### config.mk
export PLATFORM = sky130hd
export DESIGN_NAME = task_dependency_scheduler_top
export DESIGN_NICKNAME = d
export VERILOG_FILES = /design/src/hdl/tds_pkg.sv /design/src/hdl/task_dependency_scheduler_top.sv /design/src/hdl/tds_front.sv /design/src/hdl/tds_back.sv
export SDC_FILE = /design/constraint.sdc
export NUM_CORES = 2
export LEC_CHECK = 0
export ABC_AREA = 1
export BUFFER_PORTS_ARGS = -buffer_cell sky130_fd_sc_hd__buf_2
export CAP_MARGIN = 20
export CORE_MARGIN = 2
export CORE_UTILIZATION = 30
export DETAILED_ROUTE_END_ITERATION = 10
export SLEW_MARGIN = 20
export SYNTH_ARGS = -nofsm -noshare
export SYNTH_HDL_FRONTEND = slang
export SYNTH_SLANG_ARGS = --single-unit
### constraint.sdc
create_clock -name clock -period 9.3 [get_ports clock]
set_input_delay 1.395 -clock clock [delete_from_list [all_inputs] [get_ports clock]]
set_output_delay 1.395 -clock clock [all_outputs]
set_load 0.01 [all_outputs]
### src/hdl/tds_pkg.sv
// ---------------------------------------------------------------------------
// tds_pkg: shared types and codes for the task dependency scheduler
// Request and result codes, error codes, and the queue entry that carries
// an accepted request from the front end to the back end.
// ---------------------------------------------------------------------------
package tds_pkg;

   localparam int DEF_MAX_TASKS      = 32;
   localparam int DEF_MAX_SUCCESSORS = 8;
   localparam int ID_W               = 5;
   localparam int TASK_LIMIT         = 32;
   localparam int RESULT_CAP         = 32;

   typedef enum logic [2:0] {
      REQ_ADD    = 3'd0,
      REQ_EDGE   = 3'd1,
      REQ_SUBMIT = 3'd2,
      REQ_DONE   = 3'd3,
      REQ_RESET  = 3'd4
   } req_code_type;

   typedef enum logic [2:0] {
      KIND_ID    = 3'd0,
      KIND_ACK   = 3'd1,
      KIND_DISP  = 3'd2,
      KIND_ALL   = 3'd3,
      KIND_RESET = 3'd4,
      KIND_ERR   = 3'd5
   } kind_code_type;

   typedef enum logic [2:0] {
      ERR_NONE  = 3'd0,
      ERR_FULL  = 3'd1,
      ERR_PRED  = 3'd2,
      ERR_LIST  = 3'd3,
      ERR_BUSY  = 3'd4
   } err_code_type;

   // request word held in the queue
   typedef struct packed {
      logic [2:0]      req_type;
      logic [ID_W-1:0] done_task;
      logic [ID_W-1:0] pred_task;
   } req_word_type;

   // result word
   typedef struct packed {
      logic [2:0]      kind;
      logic [ID_W-1:0] task_id;
      logic [2:0]      err;
      logic            last;
   } rsp_word_type;

endpackage

### src/hdl/task_dependency_scheduler_top.sv
// ---------------------------------------------------------------------------
// task_dependency_scheduler_top: task graph dependency tracker
// Add, edge, reset and invalid requests give one word each; the request is
// registered into the queue and the result word into the output register,
// and such requests run one per cycle while results are not stalled. Submit
// keeps the execution unit busy while it scans the added tasks. Completion
// reads each successor entry of the done task, and a dispatch followed by
// all done takes one more state; every stalled result word holds the
// sequencer until it is taken. A two-word queue lets requests be taken while
// the execution unit is busy.
// ---------------------------------------------------------------------------
module task_dependency_scheduler_top
   import tds_pkg::*;
#(
   parameter int MAX_TASKS      = DEF_MAX_TASKS,
   parameter int MAX_SUCCESSORS = DEF_MAX_SUCCESSORS
) (
   input  logic        clock,
   input  logic        reset,
   input  logic        req_valid,
   output logic        req_stall,
   input  logic [2:0]  req_req_type,
   input  logic [4:0]  req_done_task,
   input  logic [4:0]  req_pred_task,
   output logic        rsp_valid,
   input  logic        rsp_stall,
   output logic [2:0]  rsp_result_kind,
   output logic [4:0]  rsp_out_task,
   output logic [2:0]  rsp_error_code,
   output logic        rsp_last
);

   req_word_type in_word, q_word;
   rsp_word_type out_word;
   logic         q_valid, q_pop;

   assign in_word.req_type  = req_req_type;
   assign in_word.done_task = req_done_task;
   assign in_word.pred_task = req_pred_task;

   // intake queue
   tds_front u_front (
      .clock, .reset, .req_valid, .req_stall, .req_word(in_word),
      .q_valid, .q_pop, .q_word
   );

   // execution
   tds_back #(.MAX_TASKS(MAX_TASKS), .MAX_SUCCESSORS(MAX_SUCCESSORS)) u_back (
      .clock, .reset, .q_valid, .q_pop, .q_word,
      .rsp_valid, .rsp_stall, .rsp_word(out_word)
   );

   assign rsp_result_kind = out_word.kind;
   assign rsp_out_task    = out_word.task_id;
   assign rsp_error_code  = out_word.err;
   assign rsp_last        = out_word.last;

endmodule

### src/hdl/tds_front.sv
// ---------------------------------------------------------------------------
// tds_front: request intake
// Registers each accepted request word into a small two-entry queue so the
// back end can stall on its own while intake keeps flowing.
// ---------------------------------------------------------------------------
module tds_front
   import tds_pkg::*;
(
   input  logic         clock,
   input  logic         reset,
   input  logic         req_valid,
   output logic         req_stall,
   input  req_word_type req_word,
   output logic         q_valid,
   input  logic         q_pop,
   output req_word_type q_word
);

   req_word_type slot_ff [2];
   req_word_type slot_in [2];
   logic [1:0]   cnt_ff, cnt_in;
   logic         push;

   assign req_stall = (cnt_ff == 2'd2);
   assign push      = req_valid && !req_stall;
   assign q_valid   = (cnt_ff != 2'd0);
   assign q_word    = slot_ff[0];

   // queue shift and fill
   always_comb begin
      logic pop;
      pop = q_pop && q_valid;
      slot_in[0] = slot_ff[0];
      slot_in[1] = slot_ff[1];
      cnt_in     = cnt_ff;
      if (pop) begin
         slot_in[0] = slot_ff[1];
         cnt_in     = cnt_in - 2'd1;
      end
      if (push) begin
         slot_in[cnt_in[0]] = req_word;
         cnt_in = cnt_in + 2'd1;
      end
   end

   always_ff @(posedge clock) begin
      if (reset) begin
         cnt_ff <= '0;
      end else begin
         cnt_ff <= cnt_in;
      end
      slot_ff[0] <= slot_in[0];
      slot_ff[1] <= slot_in[1];
   end

endmodule

### src/hdl/tds_back.sv
// ---------------------------------------------------------------------------
// tds_back: request execution
// Sequencer that checks a request against the task table, walks the task
// list on submit and the successor memory on completion, and emits results.
// ---------------------------------------------------------------------------
module tds_back
   import tds_pkg::*;
#(
   parameter int MAX_TASKS      = DEF_MAX_TASKS,
   parameter int MAX_SUCCESSORS = DEF_MAX_SUCCESSORS
) (
   input  logic         clock,
   input  logic         reset,
   input  logic         q_valid,
   output logic         q_pop,
   input  req_word_type q_word,
   output logic         rsp_valid,
   input  logic         rsp_stall,
   output rsp_word_type rsp_word
);

   localparam int TW  = (MAX_TASKS > 1) ? $clog2(MAX_TASKS) : 1;
   localparam int CAP = (MAX_TASKS > TASK_LIMIT) ? TASK_LIMIT : MAX_TASKS;
   localparam int CW  = $clog2(MAX_SUCCESSORS + 1);
   localparam int NW  = $clog2(TASK_LIMIT + 1);
   localparam int DEPTH = MAX_TASKS * MAX_SUCCESSORS;
   localparam int AW  = $clog2(DEPTH);

   typedef enum logic [2:0] {
      S_IDLE, S_SCAN, S_READ, S_WALK, S_FIN, S_OUT
   } state_type;

   state_type         state_ff;
   logic [ID_W-1:0]   pend_ff  [MAX_TASKS];
   logic [CW-1:0]     scnt_ff  [MAX_TASKS];
   logic [NW-1:0]     added_ff, outst_ff;
   logic              subm_ff;
   logic [NW-1:0]     idx_ff;
   logic [CW-1:0]     k_ff;
   logic [CW-1:0]     kmax_ff;
   logic [TW-1:0]     done_ff;
   logic [5:0]        n_ff;
   logic              hold_v_ff;   // newest dispatch of a walk, not yet shown
   logic [ID_W-1:0]   hold_id_ff;
   rsp_word_type      out_ff;
   logic              ov_ff;

   // successor memory, registered read
   logic [ID_W-1:0]   succ_mem [DEPTH];
   logic [ID_W-1:0]   rd_ff;
   logic              we;
   logic [AW-1:0]     waddr, raddr;
   logic [ID_W-1:0]   wdata;

   always_ff @(posedge clock) begin
      if (we) succ_mem[waddr] <= wdata;
      rd_ff <= succ_mem[raddr];
   end

   req_word_type     w;
   logic [NW-1:0]    newest;
   logic [TW-1:0]    pred_i, new_i;
   logic             out_free;
   logic             fin_all;

   assign w        = q_word;
   assign newest   = added_ff - NW'(1);
   assign pred_i   = TW'(w.pred_task);
   assign new_i    = TW'(newest);
   assign out_free = !ov_ff || !rsp_stall;
   assign rsp_valid = ov_ff;
   assign rsp_word  = out_ff;
   assign q_pop     = (state_ff == S_IDLE) && q_valid && out_free;
   assign fin_all   = (outst_ff == NW'(1)) && (n_ff < 6'(RESULT_CAP));

   assign waddr = AW'(pred_i * MAX_SUCCESSORS) + AW'(scnt_ff[pred_i]);
   assign wdata = ID_W'(newest);
   assign we    = q_pop && (w.req_type == REQ_EDGE) && !subm_ff && added_ff != 0
                  && NW'(w.pred_task) < newest
                  && scnt_ff[pred_i] < CW'(MAX_SUCCESSORS)
                  && pend_ff[new_i] < ID_W'(31);
   assign raddr = AW'(done_ff * MAX_SUCCESSORS) + AW'(k_ff);

   // one result at a time into the output register
   function automatic rsp_word_type mk(input logic [2:0] k, input logic [ID_W-1:0] t,
                                       input logic [2:0] e, input logic l);
      rsp_word_type r;
      r.kind = k; r.task_id = t; r.err = e; r.last = l;
      return r;
   endfunction

   // any later zero-pending task in the added range
   function automatic logic [0:0] lookahead(input logic [NW-1:0] from);
      logic r;
      r = 1'b0;
      for (int i = 0; i < MAX_TASKS; i++)
         if (NW'(i) >= from && NW'(i) < added_ff && pend_ff[i] == 0) r = 1'b1;
      return r;
   endfunction

   logic [ID_W-1:0] s_id;
   logic [TW-1:0]   s_i;
   assign s_id = rd_ff;
   assign s_i  = TW'(rd_ff);

   // sequencer and table state
   always_ff @(posedge clock) begin
      if (reset) begin
         state_ff  <= S_IDLE;
         ov_ff     <= 1'b0;
         added_ff  <= '0;
         outst_ff  <= '0;
         subm_ff   <= 1'b0;
         hold_v_ff <= 1'b0;
         for (int i = 0; i < MAX_TASKS; i++) begin
            pend_ff[i] <= '0;
            scnt_ff[i] <= '0;
         end
      end else begin
         if (ov_ff && !rsp_stall) ov_ff <= 1'b0;
         unique case (state_ff)
            S_IDLE: begin
               if (q_pop) begin
                  ov_ff <= 1'b1;
                  n_ff  <= '0;
                  unique case (w.req_type)
                     REQ_ADD: begin
                        if (subm_ff) out_ff <= mk(KIND_ERR, '0, ERR_BUSY, 1'b1);
                        else if (added_ff >= NW'(CAP))
                           out_ff <= mk(KIND_ERR, '0, ERR_FULL, 1'b1);
                        else begin
                           pend_ff[TW'(added_ff)] <= '0;
                           scnt_ff[TW'(added_ff)] <= '0;
                           added_ff <= added_ff + NW'(1);
                           out_ff <= mk(KIND_ID, ID_W'(added_ff), ERR_NONE, 1'b1);
                        end
                     end
                     REQ_EDGE: begin
                        if (subm_ff) out_ff <= mk(KIND_ERR, '0, ERR_BUSY, 1'b1);
                        else if (added_ff == 0 || NW'(w.pred_task) >= newest)
                           out_ff <= mk(KIND_ERR, '0, ERR_PRED, 1'b1);
                        else if (!we) out_ff <= mk(KIND_ERR, '0, ERR_LIST, 1'b1);
                        else begin
                           scnt_ff[pred_i] <= scnt_ff[pred_i] + CW'(1);
                           pend_ff[new_i]  <= pend_ff[new_i] + ID_W'(1);
                           out_ff <= mk(KIND_ACK, '0, ERR_NONE, 1'b1);
                        end
                     end
                     REQ_SUBMIT: begin
                        if (subm_ff) out_ff <= mk(KIND_ERR, '0, ERR_BUSY, 1'b1);
                        else begin
                           subm_ff  <= 1'b1;
                           outst_ff <= added_ff;
                           if (added_ff == 0) out_ff <= mk(KIND_ALL, '0, ERR_NONE, 1'b1);
                           else begin
                              ov_ff    <= 1'b0;
                              idx_ff   <= '0;
                              state_ff <= S_SCAN;
                           end
                        end
                     end
                     REQ_DONE: begin
                        if (!subm_ff || outst_ff == 0)
                           out_ff <= mk(KIND_ERR, '0, ERR_BUSY, 1'b1);
                        else if (NW'(w.done_task) >= added_ff)
                           out_ff <= mk(KIND_ERR, '0, ERR_PRED, 1'b1);
                        else begin
                           ov_ff     <= 1'b0;
                           hold_v_ff <= 1'b0;
                           done_ff   <= TW'(w.done_task);
                           kmax_ff   <= scnt_ff[TW'(w.done_task)];
                           k_ff      <= '0;
                           state_ff  <= S_READ;
                        end
                     end
                     REQ_RESET: begin
                        if (subm_ff && outst_ff != 0)
                           out_ff <= mk(KIND_ERR, '0, ERR_BUSY, 1'b1);
                        else begin
                           added_ff <= '0;
                           outst_ff <= '0;
                           subm_ff  <= 1'b0;
                           for (int i = 0; i < MAX_TASKS; i++) begin
                              pend_ff[i] <= '0;
                              scnt_ff[i] <= '0;
                           end
                           out_ff <= mk(KIND_RESET, '0, ERR_NONE, 1'b1);
                        end
                     end
                     default: out_ff <= mk(KIND_ACK, '0, ERR_NONE, 1'b1);
                  endcase
               end
            end
            // submit: one task per cycle while results are not stalled; last comes from a lookahead
            S_SCAN: begin
               if (out_free) begin
                  if (idx_ff < added_ff && n_ff < 6'(RESULT_CAP)) begin
                     if (pend_ff[TW'(idx_ff)] == 0) begin
                        ov_ff  <= 1'b1;
                        out_ff <= mk(KIND_DISP, ID_W'(idx_ff), ERR_NONE,
                                     !(idx_ff + NW'(1) < added_ff
                                       && n_ff + 6'd1 < 6'(RESULT_CAP)
                                       && |lookahead(idx_ff + NW'(1))));
                        n_ff   <= n_ff + 6'd1;
                     end
                     idx_ff <= idx_ff + NW'(1);
                  end else begin
                     state_ff <= S_IDLE;
                  end
               end
            end
            // completion: read one successor entry
            S_READ: begin
               if (k_ff < kmax_ff) state_ff <= S_WALK;
               else                state_ff <= S_FIN;
            end
            // a new dispatch pushes out the one held before it, marked not last
            S_WALK: begin
               if (out_free) begin
                  k_ff     <= k_ff + CW'(1);
                  state_ff <= S_READ;
                  if (NW'(s_id) < added_ff && pend_ff[s_i] != 0) begin
                     pend_ff[s_i] <= pend_ff[s_i] - ID_W'(1);
                     if (pend_ff[s_i] == ID_W'(1) && n_ff < 6'(RESULT_CAP)) begin
                        n_ff       <= n_ff + 6'd1;
                        hold_v_ff  <= 1'b1;
                        hold_id_ff <= s_id;
                        if (hold_v_ff) begin
                           ov_ff  <= 1'b1;
                           out_ff <= mk(KIND_DISP, hold_id_ff, ERR_NONE, 1'b0);
                        end
                     end
                  end
               end
            end
            // completion tail: held dispatch, then all done if it was the last task; else all done or a lone ack
            S_FIN: begin
               if (out_free) begin
                  outst_ff <= outst_ff - NW'(1);
                  ov_ff    <= 1'b1;
                  if (hold_v_ff) begin
                     hold_v_ff <= 1'b0;
                     out_ff    <= mk(KIND_DISP, hold_id_ff, ERR_NONE, !fin_all);
                     state_ff  <= fin_all ? S_OUT : S_IDLE;
                  end else begin
                     state_ff <= S_IDLE;
                     if (fin_all) out_ff <= mk(KIND_ALL, '0, ERR_NONE, 1'b1);
                     else         out_ff <= mk(KIND_ACK, '0, ERR_NONE, 1'b1);
                  end
               end
            end
            S_OUT: begin
               if (out_free) begin
                  ov_ff    <= 1'b1;
                  out_ff   <= mk(KIND_ALL, '0, ERR_NONE, 1'b1);
                  state_ff <= S_IDLE;
               end
            end
            default: state_ff <= S_IDLE;
         endcase
      end
   end

endmodule

**Word level (Yosys, flattened, before mapping)**

Memories as Yosys holds them, arrays and structs flattened. A register that Yosys moved wholly into a read port is not among the register bits.
Cells that the tools add are included.

- Add/sub/neg operators: 13
- Magnitude comparators: 78
- Equal/unequal tests: 41
- Multiplexer cells: 249
- Bitwise operators: 68
- Reduce and logical (&&, ||, !) cells: 158

Operators by type and width:

| operator | count |
|---|---|
| two-way mux 12 bit | 20 |
| two-way mux 5 bit | 41 |
| zero test 5 bit | 33 |
| two-way mux 4 bit | 39 |
| case mux 12 bit (5 select lines) | 2 |
| two-way mux 6 bit | 19 |
| greater-or-equal comparator 5 x 6 -> 1 bit (first input constant) | 16 |
| less-than comparator 5 x 6 -> 1 bit (first input constant) | 16 |
| two-way mux 1 bit | 94 |
| logical AND 1 bit | 83 |
| bitwise OR 1 bit | 64 |
| greater-or-equal comparator 4 x 6 -> 1 bit (first input constant) | 8 |
| less-than comparator 4 x 6 -> 1 bit (first input constant) | 8 |
| case mux 6 bit (2 select lines) | 4 |
| two-way mux 3 bit | 13 |
| bitwise mux 26 bit | 1 |
| two-way mux 13 bit | 2 |
| two-way mux 26 bit | 1 |
| greater-or-equal comparator 3 x 6 -> 1 bit (first input constant) | 4 |
| less-than comparator 3 x 6 -> 1 bit (first input constant) | 4 |
| inequality test 3 bit (second input constant) | 7 |
| inequality test 2 x 1 -> 1 bit (second input constant) | 10 |
| inequality test 2 bit (second input constant) | 10 |
| adder 6 x 1 -> 6 bit (second input constant) | 3 |
| 61 further kinds | 105 |

- Register bits after elaboration: 58
- Bits in writable memories: 1594
- Output and inout bits: 14
- Logic and storage cells: 627
- Memories: 4

Memory list:

| memory | depth | bits a word | rd ports | clocked after Yosys merged registers in | write ports | line | RTL |
|---|---|---|---|---|---|---|---|
| u_back.succ_mem | 256 | 5 | 1 | 1 | 1 | tds_back.sv:49 | `logic [ID_W-1:0] succ_mem [DEPTH];` |
| u_back.pend_ff | 32 | 5 | 35 | 1 | 32 | tds_back.sv:34 | `logic [ID_W-1:0] pend_ff [MAX_TASKS];` |
| u_back.scnt_ff | 32 | 4 | 2 | 1 | 32 | tds_back.sv:35 | `logic [CW-1:0] scnt_ff [MAX_TASKS];` |
| u_front.slot_ff | 2 | 13 | 2 | 0 | 2 | tds_front.sv:19 | `req_word_type slot_ff [2];` |

**Longest topological paths before layout**

- Depth in word-level cells: 47
- Mapped depth: 26
- Depth with buffers taken out: 22

**By module**

Synthesis repeated with hierarchy kept, for this count alone.

- Cell total of the unflattened synthesis: 7122
- Area, all modules: 75094.5 µm²

Modules (own cells, without submodules):

| module | instances | cells an instance | area an instance (µm²) |
|---|---|---|---|
| tds_back | 1 | 6970 | 73782.0 |
| tds_front | 1 | 152 | 1312.5 |

**Worst setup path before layout**

No wires, ideal clock.

- Path kind: register to register
- Start: register u_back.added_ff[0]
- End: memory u_back.pend_ff[6][0] (enable)
- Setup time: 313 ps
- Data arrival time: 9348 ps
- Data required time: 8987 ps
- Slack: -361 ps
- Stages on the path, launching flop included: 23
- Buffers on the path: 5
- Clock period less this slack: 9661 ps
- Cells stage by stage: dfxtp_1 buf_4 inv_2 buf_4 buf_2 ha_1 inv_2 clkbuf_1 o211ai_1 nand3_1 nand3_1 nand3_1 nand2_1 nor2_1 nand3_1 nand4_2 buf_4 nand2_1 nand3_1 nand3_1 nor2_4 nand2_1 nand2_1

RTL lines:

| item | line | RTL |
|---|---|---|
| start, declared | tds_back.sv:36 | `logic [NW-1:0] added_ff, outst_ff;` |
| start signal, assigned | tds_back.sv:134 | `added_ff <= added_ff + NW'(1);` |
| end, declared | tds_back.sv:34 |  |

==> reports/results.tsv <==
stage	metric	value	unit
synth	Main synth FF type	edfxtp_1	
route	Initial DRT Pass Iterations	6	
clocking	CTS tree	done	
clocking	cts hold-fix bufs	0	
route	post-route ant nets	0	
synth	number of enable flip-flop cells after synthesis	1623	
timing	Worst Setup Slack, final	2760	ps
final_layout	Finished Layout Cells	10300	
floorplan	die span in y	502	um
pwr	leakage	27.1	nW
placement	DP Worst Slack	2950	ps
pwr	Worst VDD drop	261	uV
synth	Yosys reg bits	1666	
setup_path	CP startpoint kind	flop	
route	number of DRC markers after the initial detailed-route iteration	7339	
final_layout	share of layout cells above drive strength 1	0.0616	
clocking	cts repair resizes	0	
clocking	CTS Buffer Depth	3	
synth	post-synth top area cell	edfxtp_1	
run	maxcap violations	0	
synth	syn_area_per_cell	10.6	sq um
route	Post-Route WL	231	mm
synth	Seq/Total Area, Yosys	0.666	
grt	global-route wire length before repair	341	mm
placement	dpl cells	9998	
pwr	Seq pwr share	0.452	
setup_path	crit-path max FO	137	
timing	Slew Viols, Final	0	
grt	total track usage	0.177	
timing	period utilisation layout	0.703	
placement	gpl congestion	0.957	
timing	fin crit period	6540	ps
timing	Final Skew	87.7	ps
route	via count	56000	
pwr	Gate power share	0.214	
synth	synth warn	0	
clocking	Root Buffer	clkbuf_16	
synth	Commonest cells post-synth	1713 x nor2_1, 1623 x edfxtp_1, 1075 x o21ai_0, 676 x nand2_1	
clocking	Post-CTS Setup Bufs	0	
route	DR vias/cell	5.43	
pwr	Clock Power Share	0.334	
clocking	Clock Latency Late Sink	850	ps
synth	most common cell in the synthesized netlist	nor2_1	
floorplan	row cnt	182	
grt	initial antenna violation count	1	
pwr	Int Pwr	14.4	mW
grt	largest net degree at the start of global routing	192	
route	wire per inst	22.4	um
timing	RSZ-0062 raised after global routing	false	
synth	Distinct cells, synth	55	
placement	Port Buf Inserts	30	
timing	max frequency	153	MHz
worst_hold_path	Worst Hold Class	reg2reg	
pwr	net switching power	6.89	mW
timing	Slew HR	0.210	
synth	Synth Net Count	7121	
grt	gr ovfl total	0	
synth	Post-synth ARST share	0	
synth	Area contributors post-synth	edfxtp_1 65%, nor2_1 8.6%, o21ai_0 7.2%	
timing	final setup fails	0	
timing	Worst-Margin Slew	1170	ps
timing	Fin. Hold Viols	0	
timing	setup TNS	0	ps
synth	Cell Area, Synth	74400	sq um
floorplan	DIE WIDTH	502	um
synth	post-synth top area share	0.655	
setup_path	Worst EP required	9750	ps
floorplan	Core Box Area	246000	sq um
clocking	TritonCTS Sinks	1666	
final_layout	Area growth syn-to-layout	12.2	%
clocking	H-tree levels	4	
pwr	Pwr Density	254	nW/um^2
placement	HPWL after DPL	145	mm
pwr	Sw Share	0.324	
final_layout	nets	6925	
clocking	TritonCTS Buffers	167	
floorplan	die area	252000	sq um
grt	number of global-route vias before repair	52800	
run_status	status	finished, final reports clean	
setup_path	worst path arrival time	6990	ps
floorplan	starting density of the core	0.302	
route	Post-route DRC	0	
setup_path	Setup crit end kind	flop	
floorplan	Ports	31	
synth	post-synthesis cell count	7051	
clocking	Worst-path clk slew	60	ps
setup_path	WS Path Type	reg2reg	
## flip-flops by register name, indices dropped and copies added (netlist names), 6 cells and up, named ones only
register and cells:
u_back.succ_mem 1280, u_back.scnt_ff 128, u_front.slot_ff 13, u_back.outst_ff 6
u_back.n_ff 6, u_back.idx_ff 6, u_back.added_ff 6, u_back.rsp_word 12
u_back.pend_ff 160
## layout make-up
cell class / count / area, sq um
Multi-Input combinational cell: 4651 / 22100
Clock buffer: 191 / 4330
Sequential cell: 1666 / 49600
Inverter: 257 / 1010
Antenna cell: 1 / 2.50
Clock inverter: 116 / 1480
Timing Repair Buffer: 112 / 866
Fill cell: 24500 / 163000
Tap cell: 3312 / 4140
## cells by family after synthesis
group                      after synthesis  synth area share
AOI/OAI and AO/OA                     1782             0.134
xor gates and xnor gates                19           0.00234
adders and majority gates               53           0.00891
buffers and inverters                  734            0.0381
DFF                                   1666             0.666
and+or+nand+nor                       2797             0.150
## worst max-delay path: stages (launching register included)
cell,delay [ps]
dfxtp_4,770
inv_8,410
ha_2,390
nand2_1,110
xor2_2,540
ha_1,370
nand3_1,110
nor2_1,60
o31ai_1,450
nand2_1,90
a21oi_1,330
nand4_2,570
nand2_1,250
inv_1,130
nand2_1,100
nand3_1,220
nor2_4,600
nand2_1,290
nand2_1,260
## path summary, 6_finish.rpt
check	slack (ps)	depth (start not counted)	startpoint	to
max	2760	18	u_back.added_ff[0]	u_back.pend_ff[20][3]
min	490	2	u_front.slot_ff[0][7]	u_front.slot_ff[0][7]
max reg2reg	2760	18	u_back.added_ff[0]	u_back.pend_ff[20][3]
min reg2reg	490	2	u_front.slot_ff[0][7]	u_front.slot_ff[0][7]
## per-layer routing
metal,global-route usage,routed length (um),vias up
met4,0.0611,8010,0
met5,0,0,-
li1,-,-,24900
met3,0.0322,21900,460
met2,0.278,105000,3098
met1,0.246,96600,27600
## per-stage QoR
| stage | power [mW] | instance area [sq um] | hold slack, ps | utilization |
|---|---|---|---|---|
| floorplan | 12.4 | 74400 | 435 | - |
| global placement | 14.3 | 77700 | 484 | 0.315 |
| detailed placement | 14.2 | 77700 | 479 | 0.315 |
| CTS | 21.3 | 83500 | 490 | 0.339 |
| global route | 22.0 | 83500 | 531 | 0.339 |
| finish | 21.2 | 83500 | 490 | 0.339 |
## power groups by stage
| stage | registers (mW) | logic, mW | clock network, mW |
|---|---|---|---|
| final | 9.61 | 4.55 | 7.09 |
| after global placement | 9.75 | 4.51 | 0 |
| after detailed placement | 9.75 | 4.49 | 0 |
| after floorplan | 9.75 | 2.61 | 0 |
| after CTS | 9.59 | 4.51 | 7.16 |
| after global routing | 9.61 | 4.92 | 7.43 |
## cells in the final DEF (no fill, tap or decap), types with 14 or more instances in the layout
cell type and n:
edfxtp_1 1623, nand4_1 30, buf_4 74, o32ai_1 17, clkinv_1 41, nand2_1 673, dfxtp_1 38, ha_1 50
inv_1 232, nand3_1 305, clkbuf_1 20, nor3_1 34, clkinv_2 32, o211ai_1 33, xor2_1 14, bufinv_16 24
o221ai_1 52, o21ai_0 1075, clkbuf_16 169, buf_2 30, a21oi_1 103, nor2_1 1713, a31oi_1 25, o22ai_1 404
No activity file was read; power rests on OpenSTA's default activity.
